`src/rtl/lepe_pkg.sv`:
```
// Shared constants, types and configuration codes of the line edge position estimator.
// Used by every module of the block; depends on nothing else.
package lepe_pkg;

  localparam int MaxSensors = 32;
  localparam int IdxW       = $clog2(MaxSensors);
  localparam int CntW       = $clog2(MaxSensors + 1);
  localparam int DarkW      = 13;
  localparam int PitchW     = 8;
  localparam int MaxRepW    = 2;
  localparam int PosW       = CntW + 13;
  localparam int ProdW      = PosW + PitchW + 1;
  localparam int QueueDepth = 2;
  localparam int QPtrW      = $clog2(QueueDepth);
  localparam int QCntW      = $clog2(QueueDepth + 1);

  localparam logic [DarkW-1:0] OneQ12 = 13'd4096;

  typedef enum logic [1:0] {
    CFG_PITCH     = 2'd0,
    CFG_FULL_DARK = 2'd1,
    CFG_PART_DARK = 2'd2,
    CFG_MAX_REP   = 2'd3
  } cfg_idx_t;

  typedef struct packed {
    logic [PitchW-1:0]  pitch;
    logic [DarkW-1:0]   full_lvl;
    logic [DarkW-1:0]   part_lvl;
    logic [MaxRepW-1:0] max_rep;
  } cfg_t;

  // Everything the position math needs from one frame.
  typedef struct packed {
    logic [CntW-1:0]  n;
    logic             found_p;
    logic             found_f;
    logic [IdxW-1:0]  fp;
    logic [IdxW-1:0]  ff;
    logic [IdxW-1:0]  lp;
    logic [IdxW-1:0]  lf;
    logic [DarkW-1:0] dark_fp;
    logic [DarkW-1:0] dark_fp_next;
    logic [DarkW-1:0] dark_lp;
    logic [DarkW-1:0] dark_lp_prev;
  } job_t;

endpackage

```
`src/rtl/lepe_front.sv`:
```
// Front end: takes brightness samples, tracks first/last non-white and black sensors,
// and hands one frame summary to the job queue at the end of each frame. Uses lepe_pkg.
module lepe_front
  import lepe_pkg::*;
(
  input  logic             clk,
  input  logic             rst_n,
  input  cfg_t             cfg,
  input  logic             in_valid,
  output logic             in_ready,
  input  logic [DarkW-1:0] brightness,
  input  logic             last_sample,
  input  logic             queue_full,
  output logic             job_push,
  output job_t             job
);

  logic [CntW-1:0]  count_r, count_nxt, count_upd;
  logic             found_p_r, found_p_nxt, found_p_upd;
  logic             found_f_r, found_f_nxt, found_f_upd;
  logic             cap_next_r, cap_next_nxt, cap_next_upd;
  logic [IdxW-1:0]  fp_r, fp_nxt, fp_upd;
  logic [IdxW-1:0]  ff_r, ff_nxt, ff_upd;
  logic [IdxW-1:0]  lp_r, lp_nxt, lp_upd;
  logic [IdxW-1:0]  lf_r, lf_nxt, lf_upd;
  logic [DarkW-1:0] dfp_r, dfp_upd;
  logic [DarkW-1:0] dfpn_r, dfpn_upd;
  logic [DarkW-1:0] dlp_r, dlp_upd;
  logic [DarkW-1:0] dlpm1_r, dlpm1_upd;
  logic [DarkW-1:0] prev_d_r, prev_d_upd;

  logic             accept;
  logic             store;
  logic [IdxW-1:0]  idx;
  logic [DarkW-1:0] b_sat;
  logic [DarkW-1:0] dark;
  logic             hit_p;
  logic             hit_f;

  assign in_ready = !queue_full;
  assign accept   = in_valid && in_ready;
  assign store    = count_r < CntW'(MaxSensors);
  assign idx      = count_r[IdxW-1:0];
  assign b_sat    = (brightness > OneQ12) ? OneQ12 : brightness;
  assign dark     = OneQ12 - b_sat;
  assign hit_p    = dark > cfg.part_lvl;
  assign hit_f    = dark >= cfg.full_lvl;

  always_comb begin
    count_upd    = count_r;
    found_p_upd  = found_p_r;
    found_f_upd  = found_f_r;
    cap_next_upd = cap_next_r;
    fp_upd       = fp_r;
    ff_upd       = ff_r;
    lp_upd       = lp_r;
    lf_upd       = lf_r;
    dfp_upd      = dfp_r;
    dfpn_upd     = dfpn_r;
    dlp_upd      = dlp_r;
    dlpm1_upd    = dlpm1_r;
    prev_d_upd   = prev_d_r;
    if (accept && store) begin
      // The sensor right after the first non-white one is needed by the left scan.
      if (cap_next_r) begin
        dfpn_upd     = dark;
        cap_next_upd = 1'b0;
      end
      if (hit_p) begin
        if (!found_p_r) begin
          fp_upd       = idx;
          dfp_upd      = dark;
          dfpn_upd     = '0;
          cap_next_upd = 1'b1;
        end
        lp_upd      = idx;
        dlp_upd     = dark;
        dlpm1_upd   = (idx != '0) ? prev_d_r : '0;
        found_p_upd = 1'b1;
      end
      if (hit_f) begin
        if (!found_f_r) begin
          ff_upd = idx;
        end
        lf_upd      = idx;
        found_f_upd = 1'b1;
      end
      prev_d_upd = dark;
      count_upd  = count_r + CntW'(1);
    end
  end

  assign job_push = accept && last_sample;

  always_comb begin
    job.n            = count_upd;
    job.found_p      = found_p_upd;
    job.found_f      = found_f_upd;
    job.fp           = fp_upd;
    job.ff           = ff_upd;
    job.lp           = lp_upd;
    job.lf           = lf_upd;
    job.dark_fp      = dfp_upd;
    job.dark_fp_next = dfpn_upd;
    job.dark_lp      = dlp_upd;
    job.dark_lp_prev = dlpm1_upd;
  end

  always_comb begin
    if (job_push) begin
      count_nxt    = '0;
      found_p_nxt  = 1'b0;
      found_f_nxt  = 1'b0;
      cap_next_nxt = 1'b0;
      fp_nxt       = '0;
      ff_nxt       = '0;
      lp_nxt       = '0;
      lf_nxt       = '0;
    end else begin
      count_nxt    = count_upd;
      found_p_nxt  = found_p_upd;
      found_f_nxt  = found_f_upd;
      cap_next_nxt = cap_next_upd;
      fp_nxt       = fp_upd;
      ff_nxt       = ff_upd;
      lp_nxt       = lp_upd;
      lf_nxt       = lf_upd;
    end
  end

  always_ff @(posedge clk) begin
    if (!rst_n) begin
      count_r    <= '0;
      found_p_r  <= 1'b0;
      found_f_r  <= 1'b0;
      cap_next_r <= 1'b0;
      fp_r       <= '0;
      ff_r       <= '0;
      lp_r       <= '0;
      lf_r       <= '0;
    end else begin
      count_r    <= count_nxt;
      found_p_r  <= found_p_nxt;
      found_f_r  <= found_f_nxt;
      cap_next_r <= cap_next_nxt;
      fp_r       <= fp_nxt;
      ff_r       <= ff_nxt;
      lp_r       <= lp_nxt;
      lf_r       <= lf_nxt;
    end
  end

  always_ff @(posedge clk) begin
    dfp_r    <= dfp_upd;
    dfpn_r   <= dfpn_upd;
    dlp_r    <= dlp_upd;
    dlpm1_r  <= dlpm1_upd;
    prev_d_r <= prev_d_upd;
  end

`ifndef SYNTHESIS
  a_cap_needs_partial: assert property (@(posedge clk) disable iff (!rst_n)
    cap_next_r |-> found_p_r)
    else $error("front: waiting for next sample without a first non-white sensor");
`endif

endmodule

```
`src/rtl/lepe_queue.sv`:
```
// Short job queue between the front end and the back end of the edge estimator.
// Holds whole frame summaries; uses lepe_pkg.
module lepe_queue
  import lepe_pkg::*;
(
  input  logic clk,
  input  logic rst_n,
  input  logic push,
  input  job_t push_job,
  output logic full,
  input  logic pop,
  output logic empty,
  output job_t head
);

  job_t             slots_r [QueueDepth];
  logic [QPtrW-1:0] wr_ptr_r, wr_ptr_nxt;
  logic [QPtrW-1:0] rd_ptr_r, rd_ptr_nxt;
  logic [QCntW-1:0] count_r, count_nxt;

  assign full  = count_r == QCntW'(QueueDepth);
  assign empty = count_r == '0;
  assign head  = slots_r[rd_ptr_r];

  always_comb begin
    wr_ptr_nxt = wr_ptr_r;
    rd_ptr_nxt = rd_ptr_r;
    count_nxt  = count_r;
    if (push) begin
      wr_ptr_nxt = (wr_ptr_r == QPtrW'(QueueDepth - 1)) ? '0 : wr_ptr_r + QPtrW'(1);
    end
    if (pop) begin
      rd_ptr_nxt = (rd_ptr_r == QPtrW'(QueueDepth - 1)) ? '0 : rd_ptr_r + QPtrW'(1);
    end
    if (push && !pop) begin
      count_nxt = count_r + QCntW'(1);
    end else if (pop && !push) begin
      count_nxt = count_r - QCntW'(1);
    end
  end

  always_ff @(posedge clk) begin
    if (!rst_n) begin
      wr_ptr_r <= '0;
      rd_ptr_r <= '0;
      count_r  <= '0;
    end else begin
      wr_ptr_r <= wr_ptr_nxt;
      rd_ptr_r <= rd_ptr_nxt;
      count_r  <= count_nxt;
    end
  end

  always_ff @(posedge clk) begin
    if (push) begin
      slots_r[wr_ptr_r] <= push_job;
    end
  end

`ifndef SYNTHESIS
  a_no_overflow: assert property (@(posedge clk) disable iff (!rst_n)
    (push && full) |-> pop)
    else $error("queue: push while full");
`endif

endmodule

```
`src/rtl/lepe_back.sv`:
```
// Back end: turns a frame summary into its left and/or right edge position in mm
// (case selection, centering, pitch scaling, rounding, saturation). Uses lepe_pkg.
module lepe_back
  import lepe_pkg::*;
(
  input  logic             clk,
  input  logic             rst_n,
  input  cfg_t             cfg,
  input  logic             queue_empty,
  input  job_t             head,
  output logic             pop,
  output logic             out_valid,
  input  logic             out_ready,
  output logic [PitchW-1:0] out_pos,
  output logic             out_side,
  output logic             out_last
);

  typedef enum logic [2:0] {
    S_IDLE,
    S_POS,
    S_REL,
    S_MUL,
    S_RND,
    S_WAIT
  } state_t;

  state_t                   state_r;
  job_t                     job_r;
  logic                     side_r;
  logic                     emit_r_r;
  logic signed [PosW-1:0]   pos_r;
  logic signed [PosW-1:0]   rel_r;
  logic signed [ProdW-1:0]  prod_r;
  logic                     valid_r;
  logic [PitchW-1:0]        pos_mm_r;
  logic                     side_out_r;
  logic                     last_r;

  logic [MaxRepW-1:0]       limit;
  logic                     emit_l;
  logic                     emit_r;
  logic [CntW-1:0]          fnw_full;
  logic [CntW-1:0]          fb_full;
  logic [IdxW-1:0]          fnw;
  logic [IdxW-1:0]          fb;
  logic [CntW-1:0]          fnw1;
  logic [DarkW-1:0]         dk;
  logic [DarkW-1:0]         nx;
  logic signed [PosW-1:0]   pos_calc;
  logic [CntW-1:0]          n_m1;
  logic signed [PosW-1:0]   half;
  logic signed [PosW-1:0]   rel_calc;
  logic [ProdW-1:0]         mag;
  logic [ProdW-1:0]         mag_rnd;
  logic [ProdW-13:0]        q;
  logic [PitchW-1:0]        q_sat;

  function automatic logic signed [PosW-1:0] idx_q12(input logic [CntW-1:0] v);
    idx_q12 = {1'b0, v, 12'b0};
  endfunction

  function automatic logic signed [PosW-1:0] dark_ext(input logic [DarkW-1:0] v);
    dark_ext = {{(PosW - DarkW){1'b0}}, v};
  endfunction

  // A value of 3 in max_reported behaves as 2.
  assign limit  = (cfg.max_rep > MaxRepW'(2)) ? MaxRepW'(2) : cfg.max_rep;
  assign emit_l = head.found_p && (limit != '0);
  assign emit_r = head.found_p && (emit_l ? (limit == MaxRepW'(2)) : (limit != '0));
  assign pop    = (state_r == S_IDLE) && !queue_empty;

  // The right scan runs on the mirrored array.
  assign fnw_full = job_r.n - CntW'(1) - {1'b0, job_r.lp};
  assign fb_full  = job_r.n - CntW'(1) - {1'b0, job_r.lf};

  always_comb begin
    if (side_r) begin
      fnw = fnw_full[IdxW-1:0];
      fb  = fb_full[IdxW-1:0];
      dk  = job_r.dark_lp;
      nx  = job_r.dark_lp_prev;
    end else begin
      fnw = job_r.fp;
      fb  = job_r.ff;
      dk  = job_r.dark_fp;
      nx  = job_r.dark_fp_next;
    end
  end

  assign fnw1 = {1'b0, fnw} + CntW'(1);

  always_comb begin
    if (job_r.found_f) begin
      if (({1'b0, fb} == fnw1) || ((fb != '0) && (fb != fnw))) begin
        pos_calc = idx_q12({1'b0, fb}) - dark_ext(dk);
      end else if (fb != '0) begin
        pos_calc = idx_q12({1'b0, fb});
      end else begin
        pos_calc = '0;
      end
    end else begin
      if (nx != '0) begin
        pos_calc = idx_q12(fnw1) - dark_ext(dk);
      end else begin
        pos_calc = idx_q12({1'b0, fnw});
      end
    end
  end

  assign n_m1     = job_r.n - CntW'(1);
  assign half     = {2'b0, n_m1, 11'b0};
  assign rel_calc = side_r ? (half - pos_r) : (pos_r - half);

  assign mag     = prod_r[ProdW-1] ? ProdW'(-prod_r) : ProdW'(prod_r);
  assign mag_rnd = mag + ProdW'(2048);
  assign q       = mag_rnd[ProdW-1:12];

  always_comb begin
    if (prod_r[ProdW-1]) begin
      q_sat = (q > (ProdW-12)'(128)) ? 8'h80 : PitchW'(-q[PitchW-1:0]);
    end else begin
      q_sat = (q > (ProdW-12)'(127)) ? 8'h7F : q[PitchW-1:0];
    end
  end

  always_ff @(posedge clk) begin
    if (!rst_n) begin
      state_r  <= S_IDLE;
      valid_r  <= 1'b0;
      side_r   <= 1'b0;
      emit_r_r <= 1'b0;
    end else begin
      unique case (state_r)
        S_IDLE: begin
          if (!queue_empty) begin
            job_r    <= head;
            side_r   <= !emit_l;
            emit_r_r <= emit_r;
            if (emit_l || emit_r) begin
              state_r <= S_POS;
            end
          end
        end
        S_POS: begin
          pos_r   <= pos_calc;
          state_r <= S_REL;
        end
        S_REL: begin
          rel_r   <= rel_calc;
          state_r <= S_MUL;
        end
        S_MUL: begin
          // Both operands are widened first so the product keeps every bit.
          prod_r  <= ProdW'(rel_r) * ProdW'($signed({1'b0, cfg.pitch}));
          state_r <= S_RND;
        end
        S_RND: begin
          pos_mm_r   <= q_sat;
          side_out_r <= side_r;
          last_r     <= side_r || !emit_r_r;
          valid_r    <= 1'b1;
          state_r    <= S_WAIT;
        end
        S_WAIT: begin
          if (out_ready) begin
            valid_r <= 1'b0;
            if (!side_r && emit_r_r) begin
              side_r  <= 1'b1;
              state_r <= S_POS;
            end else begin
              state_r <= S_IDLE;
            end
          end
        end
        default: state_r <= S_IDLE;
      endcase
    end
  end

  assign out_valid = valid_r;
  assign out_pos   = pos_mm_r;
  assign out_side  = side_out_r;
  assign out_last  = last_r;

`ifndef SYNTHESIS
  a_valid_only_waiting: assert property (@(posedge clk) disable iff (!rst_n)
    valid_r |-> (state_r == S_WAIT))
    else $error("back: result shown outside the wait state");
  a_right_is_last: assert property (@(posedge clk) disable iff (!rst_n)
    (valid_r && side_out_r) |-> last_r)
    else $error("back: right edge result not marked last");
  a_pop_only_idle: assert property (@(posedge clk) disable iff (!rst_n)
    pop |=> (state_r == S_POS || state_r == S_IDLE))
    else $error("back: unexpected state after taking a job");
`endif

endmodule

```
`src/rtl/line_edge_position_estimator.sv`:
```
// Top level of the line edge position estimator: configuration registers, front end,
// job queue and back end. Depends on lepe_pkg, lepe_front, lepe_queue and lepe_back.
//
// Usage: one frame of brightness samples (0..4096, 4096 = white) enters on in_*, one
// request per sensor, with in_tlast on the final sensor. At most 32 sensors of a frame
// are used; further samples only count toward the frame end. After the last sample the
// block emits the left edge and then the right edge on out_*, each only if found, and
// at most max_reported of them; out_tuser is the side, out_tlast marks the last result.
// Throughput: one sample per cycle while the job queue has room. Each result passes the
// back end's position, centering, multiply and rounding steps in turn; the second starts
// only once the first is accepted. The queue holds two frame summaries, so sampling
// goes on while results wait; in_tready drops only when both entries are taken. A stalled
// out_tready holds the result steady. Registers are written on cfg_* (always ready) by
// the user only while no frame is in flight; the block does not enforce this. Reset
// (rst_n low, synchronous) clears the queue, the frame tracking and the output, and
// loads pitch 10, full level 3686, partial level 410 and two results per frame.
module line_edge_position_estimator
  import lepe_pkg::*;
(
  input  logic        clk,
  input  logic        rst_n,
  input  logic        in_tvalid,
  output logic        in_tready,
  input  logic [15:0] in_tdata,   // [12:0] brightness, [15:13] zero
  input  logic        in_tlast,   // last_sample
  output logic        out_tvalid,
  input  logic        out_tready,
  output logic [7:0]  out_tdata,  // [7:0] position_mm (signed)
  output logic        out_tuser,  // [0] edge_side
  output logic        out_tlast,  // last_result
  input  logic        cfg_valid,
  output logic        cfg_ready,
  input  logic [1:0]  cfg_index,
  input  logic [12:0] cfg_data
);

  cfg_t cfg_r;
  logic queue_full;
  logic queue_empty;
  logic job_push;
  logic job_pop;
  job_t push_job;
  job_t head_job;

  assign cfg_ready = 1'b1;

  always_ff @(posedge clk) begin
    if (!rst_n) begin
      cfg_r.pitch    <= PitchW'(10);
      cfg_r.full_lvl <= DarkW'(3686);
      cfg_r.part_lvl <= DarkW'(410);
      cfg_r.max_rep  <= MaxRepW'(2);
    end else if (cfg_valid && cfg_ready) begin
      unique case (cfg_idx_t'(cfg_index))
        CFG_PITCH:     cfg_r.pitch    <= cfg_data[PitchW-1:0];
        CFG_FULL_DARK: cfg_r.full_lvl <= cfg_data;
        CFG_PART_DARK: cfg_r.part_lvl <= cfg_data;
        CFG_MAX_REP:   cfg_r.max_rep  <= cfg_data[MaxRepW-1:0];
        default:       cfg_r          <= cfg_r;
      endcase
    end
  end

  lepe_front u_front (
    .clk         (clk),
    .rst_n       (rst_n),
    .cfg         (cfg_r),
    .in_valid    (in_tvalid),
    .in_ready    (in_tready),
    .brightness  (in_tdata[DarkW-1:0]),
    .last_sample (in_tlast),
    .queue_full  (queue_full),
    .job_push    (job_push),
    .job         (push_job)
  );

  lepe_queue u_queue (
    .clk      (clk),
    .rst_n    (rst_n),
    .push     (job_push),
    .push_job (push_job),
    .full     (queue_full),
    .pop      (job_pop),
    .empty    (queue_empty),
    .head     (head_job)
  );

  lepe_back u_back (
    .clk         (clk),
    .rst_n       (rst_n),
    .cfg         (cfg_r),
    .queue_empty (queue_empty),
    .head        (head_job),
    .pop         (job_pop),
    .out_valid   (out_tvalid),
    .out_ready   (out_tready),
    .out_pos     (out_tdata),
    .out_side    (out_tuser),
    .out_last    (out_tlast)
  );

endmodule

```
`config.mk`:
```
export PLATFORM = sky130hd
export DESIGN_NAME = line_edge_position_estimator
export DESIGN_NICKNAME = d
export VERILOG_FILES = /design/src/rtl/lepe_pkg.sv /design/src/rtl/lepe_front.sv /design/src/rtl/lepe_queue.sv /design/src/rtl/lepe_back.sv /design/src/rtl/line_edge_position_estimator.sv
export SDC_FILE = /design/constraint.sdc
export NUM_CORES = 1
export LEC_CHECK = 0
export ABC_AREA = 1
export BUFFER_PORTS_ARGS = -buffer_cell sky130_fd_sc_hd__buf_2
export CORE_UTILIZATION = 60
export DETAILED_ROUTE_END_ITERATION = 10
export HOLD_SLACK_MARGIN = 0.05
export PLACE_DENSITY = 0.76
export SYNTH_ARGS = -nofsm -noshare
export SYNTH_HDL_FRONTEND = slang
export SYNTH_HIERARCHICAL = 1
export SYNTH_SLANG_ARGS = --single-unit
```
`constraint.sdc`:
```
create_clock -name clk -period 15.35 [get_ports clk]
set_clock_uncertainty 0.2 [all_clocks]
set_input_delay 1.535 -clock clk [delete_from_list [all_inputs] [get_ports clk]]
set_output_delay 1.535 -clock clk [all_outputs]
set_load 0.01 [all_outputs]
```
==> out/metrics.cfg, run 1 <==
[outcome]
status=complete, no violations

[floorplanning]
dieArea_um2=46500
fp.dieH_um=216
io_pins=50
start_util_pct=61.4
rows=77
core-area_um2=44600
die_x_um=216

[setup_path]
critPathCaptureType=flop
regToRegEndpoint=u_back/prod_r[27]
crit_chain=buf_2 -> nor2_1 -> nand2_1 -> nor2_1 -> nand2_1 -> nand2_4 -> nand2_1 -> ha_1 -> and3_1 -> nand2_1 -> nand3_1 -> nand2_1 -> inv_1 -> ha_1 -> nand2_1 -> o21ai_0 -> a21oi_1 -> nand2_1 -> nand3_2 -> buf_4 -> nor2_1 -> nand2_1 -> a21oi_1
path_class=in2reg
reg2reg_slack_ns=9.59
crit_fanout=32
start_kind=input pin
required_ns=15.65
worstPathArrival_ns=6.45
r2r-start=cfg_r[30]
slowest_delay_ns=0.69
cp_common_cell=nand2_1
crit_path_top_delay_cell=nor2_1
reg2reg_depth=18

[clock_tree]
htreeDepth=2
holdBufCountCts=0
clock-sinks=456
post_cts_resize_count=0
postCtsSetupBuffers=0
clk_pin_slew_ns=0.06
clock_latency_ns=0.59
clock_path_buffers=3
cts_made_buffers=48
cts_root_buf=clkbuf_16
tritoncts=yes

[sta]
whs_ns=0.263
worst_pin_slew_ns=1.06
setup_viol=0
drv_slew=0
relSlewSlack_pct=29.4
finalCritPeriodShare_pct=40.1
min_period_ns=6.15
rsz0062_at_grt=false
tns_ns=0
max_freq_mhz=163
hold_viol=0

[placed_design]
dp.final_hpwl_mm=40.9
gp_congestion=0.948
dp.cells=3459
portBuffers=45

[yosys]
yosys.area_share.simple_pct=19.5
synth_fa_ha_area_share_pct=14.2
yosysTopAreaCell=edfxtp_1
synth_top_area_share_pct=35.9
synthTopCellsByArea=edfxtp_1 (36%), nand2_1 (9.5%), dfxtp_1 (9.4%), fa_1 (9.0%), inv_1 (6.9%)
synth-xor-area-share_pct=2.53
avgSynthCellArea_um2=9.44
synth.most_common_cell=nand2_1
synth_common_cells=nand2_1 (691), inv_1 (504), edfxtp_1 (328), nor2_1 (211), dfxtp_1 (128)
syn-cell-area_um2=27400
synth_edf_count=328
synth.area.mux_share_pct=4.46
synth_flop_cell=edfxtp_1
synth-async-reset-ratio_pct=0
synth_cell_types=71
synth_top_family_by_area=simple AND/OR/NAND/NOR gates
synth_seq_cells=456
synth_cells=2903
synth_compound_area_share_pct=4.74
ys_seq_area_share_pct=45.3
syn_nets=3177
synth_warnings=6

[routing]
first_pass_iters=8
antenna_left=0
via_count=19000
drcViolationCount=0
wirelength_mm=57.0
vias_per_cell=5.35
wl_per_cell_um=16.1
drt_iter0_drc=1425

[hold_path]
whs_path_depth=2
hold_start=cfg_r[21]
min_path_type=reg2reg
hold_end=cfg_r[21]

[final_layout]
diodes=0
drive_gt1_share_pct=11.5
final_cells=3549
nets=3191
layout.filler_cells=3349
areaGrowthSynthToFinish_pct=7.91
final_core_util_pct=66.3

[global_routing]
grt_usage_pct=25.2
grt_pass1_vias=19500
antenna_found_initial=0
grt_pass1_wl_mm=94.5
grt-ovfl-total=0
grt_start_max_net_pins=71

[power]
p_leak_nw=13.7
power_density_nw_per_um2=163
irDropWorstVdd_v=0.000132

[flow_run]
drv_cap=0

area by class of cell:
type,count,area (um^2),area share [%]
clock buffers,60,1310,4.42
well taps,592,741,2.50
repair buffers,60,338,1.14
multi-input cells,1833,12500,42.2
clock inverters,30,350,1.18
flip-flops and latches,456,12400,42.0
inverters,518,1950,6.58
how the worst max path moves through the flow:
stage | start | end | slack [ns]
global route | in_tdata[9] | u_queue/slots_r[0][69] | 8.84
CTS | in_tdata[9] | u_front/fp_r[2] | 9.22
finish | in_tdata[9] | u_front/fp_r[2] | 9.20
floorplan | in_tvalid | u_queue/slots_r[0][0] | 9.40
global placement | in_tdata[9] | u_queue/slots_r[0][71] | 8.78
detailed placement | in_tdata[9] | u_queue/slots_r[0][69] | 8.73
layout by cell type (no fill, tap or decap), types with 45 or more instances in the layout:
cell and n:
ha_1 114, xor2_1 52, inv_1 503, mux2_4 80
o21ai_0 78, edfxtp_1 328, dfxtp_1 126, nor2_1 208
nand4_1 50, nand2_1 691, nand3_1 123, buf_2 45
clkbuf_16 49, a21oi_1 88, fa_1 123
kinds of logic after synthesis:
family	after synthesis
flip-flops	456
other	1
XOR/XNOR	77
multiplexers	82
AND/OR/NAND/NOR	1205
buffers and inverters	614
adder cells (fa/ha/maj)	237
AO/OA/AOI/OAI	231
per-stage QoR:
step | cell area [um^2] | total power [mW] | setup WS [ns]
4_1_cts | 29600 | 4.84 | 9.22
2_1_floorplan | 27400 | 3.25 | 9.40
3_3_place_gp | 27900 | 3.56 | 8.78
5_1_grt | 29600 | 5.15 | 8.84
3_5_place_dp | 27900 | 3.64 | 8.73
6_report | 29600 | 4.83 | 9.20
critical path, delay by kind of cell:
kind                     cells  cell delay, ns
AO/OA/AOI/OAI                3            0.51
adder cells (fa/ha/maj)      2            0.72
buffers and inverters        3            0.67
AND/OR/NAND/NOR             15            2.97
flip-flops by register name (all words and copies together), names as in the netlist, 6 cells and up, named ones only:
register	cells
u_back/job_r	79
u_front/count_r	6
u_front/dfpn_r	13
u_back/rel_r	19
u_front/dfp_r	13
u_front/dlpm1_r	13
u_front/dlp_r	13
u_back/out_pos	8
u_back/pos_r	19
u_back/prod_r	28
u_queue/slots_r	160
u_front/prev_d_r	13
cfg_r	36
metal layers:
| layer | global-route usage [%] | wire, um | vias up |
|---|---|---|---|
| li1 | - | - | 9308 |
| met1 | 29.9 | 23300 | 9001 |
| met2 | 45.5 | 28900 | 542 |
| met3 | 3.35 | 2560 | 142 |
| met4 | 11.0 | 2270 | 0 |
| met5 | 0 | 0 | - |
power by group:
group          switching (mW)  total [mW]  internal, mW
combinational            1.13        1.83         0.694
sequential              0.126        1.82          1.69
clock                   0.488        1.19         0.698
total                    1.75        4.83          3.08
(Power assumes the default switching activity.)
==> run 2, diff against run 1 <==
- ABC_AREA: 1 -> 0
- clock period: 15.35 -> 6.4 ns (I/O delays scaled with it)
==> run 2 against run 1 <==
Combinational power up 89%. Cell area decreased by 4.9%. Flip-flop and latch count stayed put. Clock-buffer cell count is 1 lower. Hold slack got worse by 0.15 ns. Die area decreased by 5.4%. Critical endpoint is now u_back/prod_r[27]. Worst setup slack lost 8.7 ns. Largest cell class is now flip-flops and latches. Sequential share of layout area rose by 2.2 points. Power up 110%. Global-route usage decreased by 1.4 points.
==> out/metrics.cfg, run 2 <==
[global_routing]
grt_start_max_net_pins=64  ; -9.9%
grt_usage_pct=23.8  ; -1.4 points
grt_pass1_wl_mm=82.8  ; -12%
grt-ovfl-total=0  ; unchanged
antenna_found_initial=0  ; unchanged
grt_pass1_vias=16500  ; -16%

[clock_tree]
cts_made_buffers=46  ; -4.2%
clock-sinks=456  ; unchanged
post_cts_resize_count=0  ; unchanged
clock_latency_ns=0.58  ; about the same
clock_path_buffers=3  ; unchanged
tritoncts=yes
holdBufCountCts=0  ; unchanged
cts_root_buf=clkbuf_16
htreeDepth=2  ; unchanged
clk_pin_slew_ns=0.06  ; about the same
postCtsSetupBuffers=0  ; unchanged

[yosys]
synth_warnings=6  ; unchanged
avgSynthCellArea_um2=11.7  ; +24%
synth_cells=2213  ; -24%
synth_seq_cells=456  ; unchanged
synth_cell_types=99  ; +39%
synth_top_area_share_pct=38.0  ; +2.1 points
synth_common_cells=edfxtp_1 (328), inv_1 (286), nand2_1 (198), dfxtp_1 (128), mux2_2 (125)
synth.most_common_cell=edfxtp_1
synth-async-reset-ratio_pct=0  ; unchanged
synth_flop_cell=edfxtp_1
yosysTopAreaCell=edfxtp_1
ys_seq_area_share_pct=47.9  ; +2.6 points
syn-cell-area_um2=25900  ; -5.5%
syn_nets=2487  ; -22%
synth_edf_count=328  ; unchanged
synthTopCellsByArea=edfxtp_1 (38%), dfxtp_1 (9.9%), fa_1 (9.5%), ha_1 (5.5%), mux2_2 (5.4%)

[floorplanning]
core-area_um2=42200  ; -5.3%
rows=75  ; -2.6%
dieArea_um2=44000  ; -5.4%
start_util_pct=61.3  ; -0.089 points
fp.dieH_um=210  ; -2.7%
die_x_um=210  ; -2.7%
io_pins=50  ; unchanged

[power]
p_int_mw=6.92  ; +120%
finalPower_mw=10.3  ; +110%
switching_share_pct=32.6  ; -3.5 points
power_switching_mw=3.35  ; +92%
power_frac_comb_pct=33.7  ; -4.1 points
seqPwrFrac_pct=40.7  ; +3.1 points
power_density_nw_per_um2=365  ; +120%
p_leak_nw=11.4  ; -17%
clkPwrFrac_pct=25.6  ; +1.0 points
irDropWorstVdd_v=0.000269  ; +100%

[final_layout]
regMostFlops=u_queue/slots_r
drive_gt1_share_pct=13.7  ; +2.2 points
largest_reg_flops=160  ; unchanged
biggestRegsByFlops=u_queue/slots_r (160), u_back/job_r (79), cfg_r (36)
nets=2531  ; -21%
layout_common_cells=edfxtp_1 (328), inv_1 (286), nand2_1 (198)
final_cells=2833  ; -20%
areaGrowthSynthToFinish_pct=8.57
diodes=0  ; unchanged
final_common_cell=edfxtp_1

[routing]
drcViolationCount=0  ; unchanged
drt_iter0_drc=940  ; -34%
wirelength_mm=50.7  ; -11%
first_pass_iters=6  ; -2
vias_per_cell=5.67  ; +6.0%
via_count=16100  ; -15%
antenna_left=0  ; unchanged
wl_per_cell_um=17.9  ; +11%

[sta]
worst_pin_slew_ns=1.16  ; +0.0982 ns
max_freq_mhz=170
setup_viol=0  ; unchanged
hold_viol=0  ; unchanged
finalCritPeriodShare_pct=91.8
tns_ns=0  ; unchanged
whs_ns=0.115  ; -0.148 ns
min_period_ns=5.88
drv_slew=0  ; unchanged
relSlewSlack_pct=22.8  ; -6.5 points
rsz0062_at_grt=false

[placed_design]
dp.cells=2748  ; -21%
portBuffers=45  ; unchanged
dp.final_hpwl_mm=36.4  ; -11%
gp_congestion=0.879  ; -7.3%

[flow_run]
drv_cap=0  ; unchanged

[setup_path]
r2r-start=cfg_r[28]
cp-startpoint=cfg_r[28]
start_kind=flop
path_class=reg2reg
crit_fanout=12  ; -63%
worstPathArrival_ns=6.01  ; -0.44 ns
critPathCaptureType=flop
required_ns=6.53  ; -9.12 ns

[outcome]
status=complete, no violations

[hold_path]
min_path_type=in2reg
hold_start=cfg_data[9]

==> run 2: final cells by class <==
cell class              count  area (um^2)
clock inverters            26          258
repair buffers             71          420
flip-flops and latches    456        12400
clock buffers              59         1240
multi-input cells        1395        12000
well taps                 539          674
fillers                  3066        14100
inverters                 287         1080
==> run 2: cell families (layout without fill, tap and decap cells) <==
family	Yosys count	after routing	synth area share (%)
AO/OA/AOI/OAI	229	229	6.36
XOR/XNOR	122	122	4.26
adder cells (fa/ha/maj)	238	238	15.1
buffers and inverters	362	443	5.77
flip-flops	456	456	47.9
multiplexers	191	191	8.11
other	1	1	0.0145
AND/OR/NAND/NOR	614	614	12.5
==> run 2: power groups by stage <==
stage                     combinational [mW]  sequential, mW  clock [mW]
final                                   3.46            4.18        2.64
after global routing                    3.88            4.23        2.80
after CTS                               3.48            4.18        2.70
after detailed placement                3.45            4.24           0
after global placement                  3.32            4.22           0
after floorplan                         2.84            4.10           0
==> run 2: worst max-delay path: stages (launching register included) <==
cell and delay [ns]:
dfxtp_1 0.66, buf_4 0.27, nand2_1 0.08, fa_1 0.50, inv_1 0.06, fa_1 0.50, inv_1 0.05, fa_1 0.46
fa_1 0.54, inv_1 0.05, ha_1 0.22, or3_1 0.31, a311o_1 0.32, a311oi_1 0.47, o311ai_0 0.28, nand2_1 0.15
o21ai_0 0.13, o21a_1 0.19, nor2_1 0.10, xnor2_1 0.08
==> run 2: metrics by stage <==
stage / worst slack, ns / cell area [um^2] / util, %
global placement: 0.555 / 26600 / 63.1
detailed placement: 0.547 / 26600 / 63.1
global route: 0.289 / 28100 / 66.6
floorplan: 1.02 / 25900 / -
finish: 0.522 / 28100 / 66.6
CTS: 0.518 / 28100 / 66.6
==> run 2: worst paths after layout <==
kind,to,slack [ns],cells after the start
min reg2reg,u_front/lp_r[0],0.26,2
min,cfg_r[11],0.12,3
max reg2reg,u_back/prod_r[27],0.52,19
max,u_back/prod_r[27],0.52,19
==> run 2: routing by layer <==
metal  global-route usage [%]  up-vias  routed length, um
met4                     8.36        0               1280
li1                         -     7693                  -
met5                        0        -                  0
met2                     41.8      352              25400
met3                     2.98       78               2260
met1                     30.4     7946              21800
